<file path="src/sv/jac_pkg.sv">
package jac_pkg;

	// Fixed item geometry.
	localparam int RAW_AXES   = 6;   // raw axis fields carried by one request
	localparam int SLOTS      = 8;   // axis slots addressable by a 3-bit source index
	localparam int NUM_CTRL   = 4;   // forward, lateral, vertical, yaw
	localparam int CNT_W      = 11;  // width of a raw axis or a control
	localparam int DZ_W       = 10;
	localparam int SRC_W      = 3;
	localparam int CFG_IDX_W  = 3;

	localparam int AXIS_FULL_SCALE = 1000;

	// Working width: holds a centered difference of two raw counts and the full scale.
	localparam int FS_W  = $clog2(AXIS_FULL_SCALE + 1) + 1;
	localparam int VAL_W = (FS_W > CNT_W + 1) ? FS_W : CNT_W + 1;

	typedef logic signed [CNT_W-1:0] cnt_t;
	typedef logic signed [VAL_W-1:0] val_t;

	localparam val_t FULL_POS = val_t'(AXIS_FULL_SCALE);
	localparam val_t FULL_NEG = val_t'(-AXIS_FULL_SCALE);

	typedef enum logic [1:0] {
		CMD_SAMPLE    = 2'd0,
		CMD_CALIBRATE = 2'd1,
		CMD_ENABLE    = 2'd2,
		CMD_DISABLE   = 2'd3
	} cmd_t;

	typedef enum logic [2:0] {
		ST_SAMPLED     = 3'd0,
		ST_CENTERED    = 3'd1,
		ST_ENABLED     = 3'd2,
		ST_STANDBY     = 3'd3,
		ST_NO_DEVICE   = 3'd4,
		ST_NOT_CAL     = 3'd5,
		ST_DEVICE_LOST = 3'd6
	} status_t;

	typedef enum logic [CFG_IDX_W-1:0] {
		REG_DEADZONE   = 3'd0,
		REG_FWD_SRC    = 3'd1,
		REG_LAT_SRC    = 3'd2,
		REG_VERT_SRC   = 3'd3,
		REG_YAW_SRC    = 3'd4,
		REG_INVERT     = 3'd5
	} reg_idx_t;

	typedef struct packed {
		logic [DZ_W-1:0]                 deadzone;
		logic [NUM_CTRL-1:0][SRC_W-1:0]  src;     // index 0 forward .. 3 yaw
		logic [NUM_CTRL-1:0]             invert;
	} cfg_t;

	localparam logic [DZ_W-1:0]  DEADZONE_RST = 10'd50;
	localparam logic [SRC_W-1:0] FWD_SRC_RST  = 3'd1;
	localparam logic [SRC_W-1:0] LAT_SRC_RST  = 3'd0;
	localparam logic [SRC_W-1:0] VERT_SRC_RST = 3'd2;
	localparam logic [SRC_W-1:0] YAW_SRC_RST  = 3'd5;

endpackage

</file>
<file path="src/sv/joystick_axis_conditioner.sv">
// Joystick axis conditioner: center calibration, deadzone, saturation and control mapping.
// A request is registered on acceptance; its result is registered when the request
// advances into the result register, which it cannot do while an earlier result waits.
// Throughput: one request per cycle unless output stalls; state updates as results load.
// Reset: arst_n clears calibration, enable, centers, held controls and the handshake
// valids, and returns the configuration registers to their documented defaults.
module joystick_axis_conditioner
	import jac_pkg::*;
#(
	parameter int NUM_AXES = 6
) (
	input  logic                  clk,
	input  logic                  arst_n,

	input  logic                  s_axis_tvalid,
	output logic                  s_axis_tready,
	// raw_x [10:0], raw_y [21:11], raw_z [32:22], raw_rx [43:33], raw_ry [54:44],
	// raw_rz [65:55], zero fill [71:66]
	input  logic [71:0]           s_axis_tdata,
	// command [1:0], device_present [2]
	input  logic [2:0]            s_axis_tuser,

	output logic                  m_axis_tvalid,
	input  logic                  m_axis_tready,
	// forward_out [10:0], lateral_out [21:11], vertical_out [32:22], yaw_out [43:33],
	// zero fill [47:44]
	output logic [47:0]           m_axis_tdata,
	// active [0], is_calibrated [1], status [4:2]
	output logic [4:0]            m_axis_tuser,

	input  logic                  cfg_valid,
	output logic                  cfg_ready,
	input  logic [CFG_IDX_W-1:0]  cfg_index,
	input  logic [DZ_W-1:0]       cfg_data
);

	// ------------------------------------------------------------------
	// Configuration registers. Writes are always taken; an index past the
	// last register is accepted and ignored.
	// ------------------------------------------------------------------
	cfg_t cfg_q;

	assign cfg_ready = 1'b1;

	always_ff @(posedge clk or negedge arst_n) begin
		if (!arst_n) begin
			cfg_q.deadzone <= DEADZONE_RST;
			cfg_q.src[0]   <= FWD_SRC_RST;
			cfg_q.src[1]   <= LAT_SRC_RST;
			cfg_q.src[2]   <= VERT_SRC_RST;
			cfg_q.src[3]   <= YAW_SRC_RST;
			cfg_q.invert   <= '0;
		end else if (cfg_valid && cfg_ready) begin
			case (reg_idx_t'(cfg_index))
				REG_DEADZONE: cfg_q.deadzone <= cfg_data;
				REG_FWD_SRC:  cfg_q.src[0]   <= cfg_data[SRC_W-1:0];
				REG_LAT_SRC:  cfg_q.src[1]   <= cfg_data[SRC_W-1:0];
				REG_VERT_SRC: cfg_q.src[2]   <= cfg_data[SRC_W-1:0];
				REG_YAW_SRC:  cfg_q.src[3]   <= cfg_data[SRC_W-1:0];
				REG_INVERT:   cfg_q.invert   <= cfg_data[NUM_CTRL-1:0];
				default: begin
				end
			endcase
		end
	end

	// ------------------------------------------------------------------
	// Input register. A request moves on into the result register whenever
	// that register is empty or being drained. While a finished result waits
	// downstream the input side still takes one more request, and then holds
	// tready low until the result drains.
	// ------------------------------------------------------------------
	logic  valid_s1;
	cmd_t  cmd_s1;
	logic  present_s1;
	cnt_t  raw_s1 [RAW_AXES];
	logic  s_accept;
	logic  advance;

	assign advance       = valid_s1 && (!m_axis_tvalid || m_axis_tready);
	assign s_axis_tready = !valid_s1 || advance;
	assign s_accept      = s_axis_tvalid && s_axis_tready;

	always_ff @(posedge clk or negedge arst_n) begin
		if (!arst_n) begin
			valid_s1 <= 1'b0;
		end else if (s_accept) begin
			valid_s1 <= 1'b1;
		end else if (advance) begin
			valid_s1 <= 1'b0;
		end
	end

	always_ff @(posedge clk) begin
		if (s_accept) begin
			cmd_s1     <= cmd_t'(s_axis_tuser[1:0]);
			present_s1 <= s_axis_tuser[2];
			for (int i = 0; i < RAW_AXES; i++) begin
				raw_s1[i] <= s_axis_tdata[CNT_W*i +: CNT_W];
			end
		end
	end

	// ------------------------------------------------------------------
	// Controller state.
	// ------------------------------------------------------------------
	logic cal_q;
	logic en_q;
	cnt_t held_q [NUM_CTRL];
	cnt_t center_q [NUM_AXES];

	// ------------------------------------------------------------------
	// Axis conditioning. Slots at or past the axis count, and slots past
	// the raw fields of a request, read as zero.
	// ------------------------------------------------------------------
	val_t axes [SLOTS];

	for (genvar i = 0; i < SLOTS; i++) begin : g_axis
		if (i < NUM_AXES && i < RAW_AXES) begin : g_live
			jac_axis u_axis (
				.raw        (raw_s1[i]),
				.center     (center_q[i]),
				.calibrated (cal_q),
				.deadzone   (cfg_q.deadzone),
				.value      (axes[i])
			);
		end else begin : g_zero
			assign axes[i] = '0;
		end
	end

	// Each control picks one conditioned axis and may negate it.
	cnt_t mapped [NUM_CTRL];

	for (genvar k = 0; k < NUM_CTRL; k++) begin : g_map
		jac_map #(
			.NUM_AXES (NUM_AXES)
		) u_map (
			.axes   (axes),
			.src    (cfg_q.src[k]),
			.invert (cfg_q.invert[k]),
			.ctrl   (mapped[k])
		);
	end

	// ------------------------------------------------------------------
	// Command decode. Loss of the device overrides every command and drops
	// calibration, enable and the held controls.
	// ------------------------------------------------------------------
	logic    cal_d;
	logic    en_d;
	logic    hold_zero;
	logic    hold_load;
	logic    center_we;
	status_t status_d;

	always_comb begin
		cal_d     = cal_q;
		en_d      = en_q;
		hold_zero = 1'b0;
		hold_load = 1'b0;
		center_we = 1'b0;
		status_d  = ST_SAMPLED;

		if (!present_s1) begin
			cal_d     = 1'b0;
			en_d      = 1'b0;
			hold_zero = 1'b1;
			if (cmd_s1 == CMD_CALIBRATE || cmd_s1 == CMD_ENABLE) begin
				status_d = ST_NO_DEVICE;
			end else begin
				status_d = ST_DEVICE_LOST;
			end
		end else begin
			case (cmd_s1)
				CMD_SAMPLE: begin
					hold_load = 1'b1;
					status_d  = ST_SAMPLED;
				end
				CMD_CALIBRATE: begin
					center_we = 1'b1;
					hold_zero = 1'b1;
					cal_d     = 1'b1;
					status_d  = ST_CENTERED;
				end
				CMD_ENABLE: begin
					// Enable is refused until centers have been captured, but a
					// block that is already enabled simply confirms it.
					if (en_q) begin
						status_d = ST_ENABLED;
					end else if (!cal_q) begin
						status_d = ST_NOT_CAL;
					end else begin
						en_d     = 1'b1;
						status_d = ST_ENABLED;
					end
				end
				CMD_DISABLE: begin
					en_d      = 1'b0;
					hold_zero = 1'b1;
					status_d  = ST_STANDBY;
				end
				default: begin
				end
			endcase
		end
	end

	// Next values of the held controls, which are also the result controls.
	cnt_t held_d [NUM_CTRL];

	always_comb begin
		for (int k = 0; k < NUM_CTRL; k++) begin
			if (hold_zero) begin
				held_d[k] = '0;
			end else if (hold_load) begin
				held_d[k] = mapped[k];
			end else begin
				held_d[k] = held_q[k];
			end
		end
	end

	always_ff @(posedge clk or negedge arst_n) begin
		if (!arst_n) begin
			cal_q <= 1'b0;
			en_q  <= 1'b0;
			for (int k = 0; k < NUM_CTRL; k++) begin
				held_q[k] <= '0;
			end
		end else if (advance) begin
			cal_q <= cal_d;
			en_q  <= en_d;
			for (int k = 0; k < NUM_CTRL; k++) begin
				held_q[k] <= held_d[k];
			end
		end
	end

	// Centers capture the raw axes on a calibrate; axes past the raw fields
	// capture zero.
	for (genvar i = 0; i < NUM_AXES; i++) begin : g_center
		if (i < RAW_AXES) begin : g_raw
			always_ff @(posedge clk or negedge arst_n) begin
				if (!arst_n) begin
					center_q[i] <= '0;
				end else if (advance && center_we) begin
					center_q[i] <= raw_s1[i];
				end
			end
		end else begin : g_none
			assign center_q[i] = '0;
		end
	end

	// ------------------------------------------------------------------
	// Result register.
	// ------------------------------------------------------------------
	logic        m_valid_q;
	logic [47:0] m_data_q;
	logic [4:0]  m_user_q;

	always_ff @(posedge clk or negedge arst_n) begin
		if (!arst_n) begin
			m_valid_q <= 1'b0;
		end else if (advance) begin
			m_valid_q <= 1'b1;
		end else if (m_axis_tready) begin
			m_valid_q <= 1'b0;
		end
	end

	always_ff @(posedge clk) begin
		if (advance) begin
			m_data_q <= {4'b0000, held_d[3], held_d[2], held_d[1], held_d[0]};
			m_user_q <= {status_d, cal_d, en_d};
		end
	end

	assign m_axis_tvalid = m_valid_q;
	assign m_axis_tdata  = m_data_q;
	assign m_axis_tuser  = m_user_q;

endmodule

</file>
<file path="src/sv/jac_axis.sv">
module jac_axis
	import jac_pkg::*;
(
	input  cnt_t             raw,
	input  cnt_t             center,
	input  logic             calibrated,
	input  logic [DZ_W-1:0]  deadzone,
	output val_t             value
);

	val_t diff;
	val_t mag;
	logic in_dead;

	always_comb begin
		if (calibrated) begin
			diff = val_t'(raw) - val_t'(center);
		end else begin
			diff = val_t'(raw);
		end
		mag     = diff[VAL_W-1] ? -diff : diff;
		in_dead = calibrated && ($unsigned(mag) < VAL_W'(deadzone));

		if (in_dead) begin
			value = '0;
		end else if (diff > FULL_POS) begin
			value = FULL_POS;
		end else if (diff < FULL_NEG) begin
			value = FULL_NEG;
		end else begin
			value = diff;
		end
	end

endmodule

</file>
<file path="src/sv/jac_map.sv">
module jac_map
	import jac_pkg::*;
#(
	parameter int NUM_AXES = 6
) (
	input  val_t              axes [SLOTS],
	input  logic [SRC_W-1:0]  src,
	input  logic              invert,
	output cnt_t              ctrl
);

	val_t picked;
	val_t signed_val;

	always_comb begin
		// A source beyond the configured axis count reads as zero.
		if ({1'b0, src} < (SRC_W + 1)'(NUM_AXES)) begin
			picked = axes[src];
		end else begin
			picked = '0;
		end
		signed_val = invert ? -picked : picked;
		ctrl       = signed_val[CNT_W-1:0];
	end

endmodule
</file>
<file path="config.mk">
export PLATFORM = sky130hd
export DESIGN_NAME = joystick_axis_conditioner
export DESIGN_NICKNAME = d
export VERILOG_FILES = /design/src/sv/jac_pkg.sv /design/src/sv/joystick_axis_conditioner.sv /design/src/sv/jac_axis.sv /design/src/sv/jac_map.sv
export SDC_FILE = /design/constraint.sdc
export NUM_CORES = 1
export LEC_CHECK = 0
export BUFFER_PORTS_ARGS = -buffer_cell sky130_fd_sc_hd__buf_2
export CORE_ASPECT_RATIO = 1.2
export CORE_MARGIN = 4
export CORE_UTILIZATION = 55
export DETAILED_ROUTE_END_ITERATION = 12
export PLACE_DENSITY = 0.77
export SETUP_SLACK_MARGIN = 0.1
export SYNTH_ARGS = -nofsm -noshare
export SYNTH_HDL_FRONTEND = slang
export SYNTH_SLANG_ARGS = --single-unit
</file>
<file path="constraint.sdc">
create_clock -name clk -period 18.8 [get_ports clk]
set_clock_uncertainty 0.2 [all_clocks]
set_input_delay 1.88 -clock clk [delete_from_list [all_inputs] [get_ports clk]]
set_output_delay 1.88 -clock clk [all_outputs]
set_load 0.05 [all_outputs]
</file>
==> flow_summary.ini <==
[status]
status = finished, final reports clean

[drt]
firstDrtPassIters = 7
drc = 0
dr.first_iter.drc_count = 1738
wirelength_microns = 78700
ant_nets = 0
vias_per_cell = 6.66
vias = 21474
wl_per_cell_microns = 24.4

[synth]
synth-adder-area-share = 0.0811
ys_types = 135
synth.area.top_cells = edfxtp_1, dfrtp_1, ha_1, mux2_2, nand2_1
synth_top_cell_by_area = edfxtp_1
synth_top_area_share = 0.155
synth_edf_count = 118
ys_ff_latch = 258
synth-xor-area-share = 0.0374
synth-simple-area-share = 0.218
synthArstFlopShare = 0.543
synth_top_family_by_area = compound AO/OA/AOI/OAI gates
synth_compound_area_frac = 0.242
syn_inst = 2594
ys.flop_type = dfrtp_1
synthMuxAreaShare = 0.0600
syn_area_sq_um = 22900
syn_area_per_cell_sq_um = 8.83
ys_seq_area_frac = 0.308
ys.warnings.count = 0

[placement]
port_buffers = 137
hpwl_microns = 60400
dpl_worst_slack_ns = 10.81
place_congestion = 1.08
dp_cells = 3172

[min_path]
hold_path_class = reg2reg
hold_start = held_q[4]$_DFFE_PN0P_

[cells_and_area]
diodes = 0
nets = 2897
drive_gt1_frac = 0.164
stdcell_count = 3224
fin_util = 0.609
layout_common_cells = nand2_1, nor2_1, o21ai_0, inv_1, buf_2
area_delta_synth_final_pct = 8.75
final_common_cell = nand2_1

[critical_path]
path_class = reg2reg
setup.worst_path.end_class = register
crit_fanout = 87
crit_start = cal_q$_DFFE_PN0P_
required_ns = 18.91
r2r-start = cal_q$_DFFE_PN0P_
cp.arrival_ns = 8.33
start_kind = register

[global_routing]
antenna_found_initial = 1
first_global_vias = 20614
grt_max_degree = 88
grt_pass1_wl_microns = 120000
overflow = 0
gr-usage-all-layers = 0.337

[timing]
max_freq_mhz = 122
final_max_slew_viol_count = 0
rsz0062_at_grt = no
post-route-period-util = 0.437
tightest_slew_ns = 1.22
layout_setup_ws_ns = 10.58
finalHoldViolCount = 0
setup-violations-final = 0
finalSetupTns_ns = 0
slew_headroom = 0.187
min_period_ns = 8.22

[power_and_ir_drop]
p_leak_nw = 10.2
comb_power_share = 0.575
p_clk_frac = 0.193
internal_power_w = 0.00170
p_switching_w = 0.00155
max-vdd-ir-drop_uv = 135
p_per_area_nw_per_um2 = 131
pwr-share-seq = 0.233
p_sw_frac = 0.477

[clocking]
clk_latency_ns = 0.59
cts_setup_buffers = 0
cts_root_buf = clkbuf_16
ctsHoldBuffers = 0
htreeDepth = 1
cts_made_buffers = 28
cts_resized = 0
clkSinkCount = 258
clk_pin_slew_worst_paths_ns = 0.06
cts_max_path_buffers = 3
cts_tree = yes

[floorplanning]
core-area_sq_um = 40900
ioPinCount = 149
die_y_microns = 232
dieArea_sq_um = 45000
row_count = 81
initial_core_util = 0.560
dieWidth_microns = 194

[flow_run]
drv_cap = 0
-- final cells by class --
type | instances | area (sq um)
fillers | 3462 | 16000
multi-input cells | 2069 | 14700
flip-flops and latches | 258 | 7060
repair buffers | 167 | 917
clock buffers | 30 | 729
well taps | 539 | 674
inverters | 139 | 524
clock inverters | 22 | 318
-- worst paths after layout --
check	depth (start not counted)	slack, ns	end
setup / recovery	25	10.58	m_axis_tdata[43]$_DFFE_PP_
hold / removal	2	0.29	held_q[4]$_DFFE_PN0P_
setup reg to reg	25	10.58	m_axis_tdata[43]$_DFFE_PP_
hold reg to reg	2	0.29	held_q[4]$_DFFE_PN0P_
max in group asynchronous	2	15.95	center_q[9]$_DFFE_PN0P_
min in group asynchronous	1	1.12	cal_q$_DFFE_PN0P_
-- state kept, by name (all words and copies together), names as in the netlist --
register / count
center_q: 66
raw_s1: 66
held_q: 44
m_axis_tdata: 44
cfg_q: 26
m_axis_tuser: 5
cmd_s1: 2
cal_q: 1
en_q: 1
m_axis_tvalid: 1
present_s1: 1
valid_s1: 1
-- cells in the mapped netlist (all sizes together) (23+ instances only) --
cell type,n
dfrtp,133
xnor2,64
nand2b,55
o21ai,164
ha,135
clkbuf,82
o31ai,23
mux2,92
a31oi,52
nand2,248
a21oi,137
o211ai,25
a21o,32
nor2,176
mux2i,29
and2,26
xor2,33
or3,30
nor3,79
and3,30
nand4,34
o21a,27
buf,49
nand3,104
inv,138
nor2b,38
edfxtp,118
a211oi,40
-- worst max-delay path, stage by stage, from the launching register on --
cell and delay, ns:
dfrtp_4 0.69, buf_4 0.72, nand2b_1 0.20, o311ai_1 0.10
nor3_1 0.83, nand3_1 0.28, nor2_1 0.20, a21oi_1 0.10
xor2_1 0.17, ha_1 0.29, and4_1 0.22, a211oi_1 0.23
o311a_1 0.22, o21ai_0 0.09, a211oi_1 0.45, or2_2 0.25
or3_1 0.32, nor2_1 0.09, a211oi_2 0.45, ha_1 0.26
inv_1 0.05, nor4b_1 0.55, nand3_1 0.28, o311ai_1 0.35
o21a_1 0.23, a21oi_1 0.08
-- layer usage --
| metal | GRT usage | up-vias | part of all wire | routed length (microns) |
|---|---|---|---|---|
| met5 | 0 | - | 0.00022 | 17 |
| li1 | - | 9914 | - | - |
| met1 | 0.436 | 10415 | 0.41 | 32200 |
| met4 | 0.149 | 2 | 0.051 | 4000 |
| met2 | 0.564 | 948 | 0.47 | 37100 |
| met3 | 0.0478 | 195 | 0.069 | 5440 |
-- logic make-up after synthesis --
group / after synthesis
and+or+nand+nor: 941
DFF: 258
adders and majority gates: 146
xor gates and xnor gates: 97
AOI/OAI and AO/OA: 757
other: 2
buffers and inverters: 270
muxes: 123
-- power by group through the flow --
stage	sequential (W)	combinational (W)	clock, W
after floorplan	0.000751	0.00131	0
after global placement	0.000760	0.00176	0
after detailed placement	0.000765	0.00182	0
after CTS	0.000755	0.00183	0.000637
after global routing	0.000767	0.00201	0.000663
final	0.000757	0.00187	0.000627
-- per-stage QoR --
stage / power, W / cell area, sq um / hold slack (ns)
after floorplan: 0.00206 / 22900 / 0.242
after global placement: 0.00252 / 23900 / 0.256
after detailed placement: 0.00258 / 23900 / 0.270
after CTS: 0.00322 / 24900 / 0.285
after global routing: 0.00344 / 24900 / 0.300
final: 0.00326 / 24900 / 0.285
(Power assumes the default switching activity.)
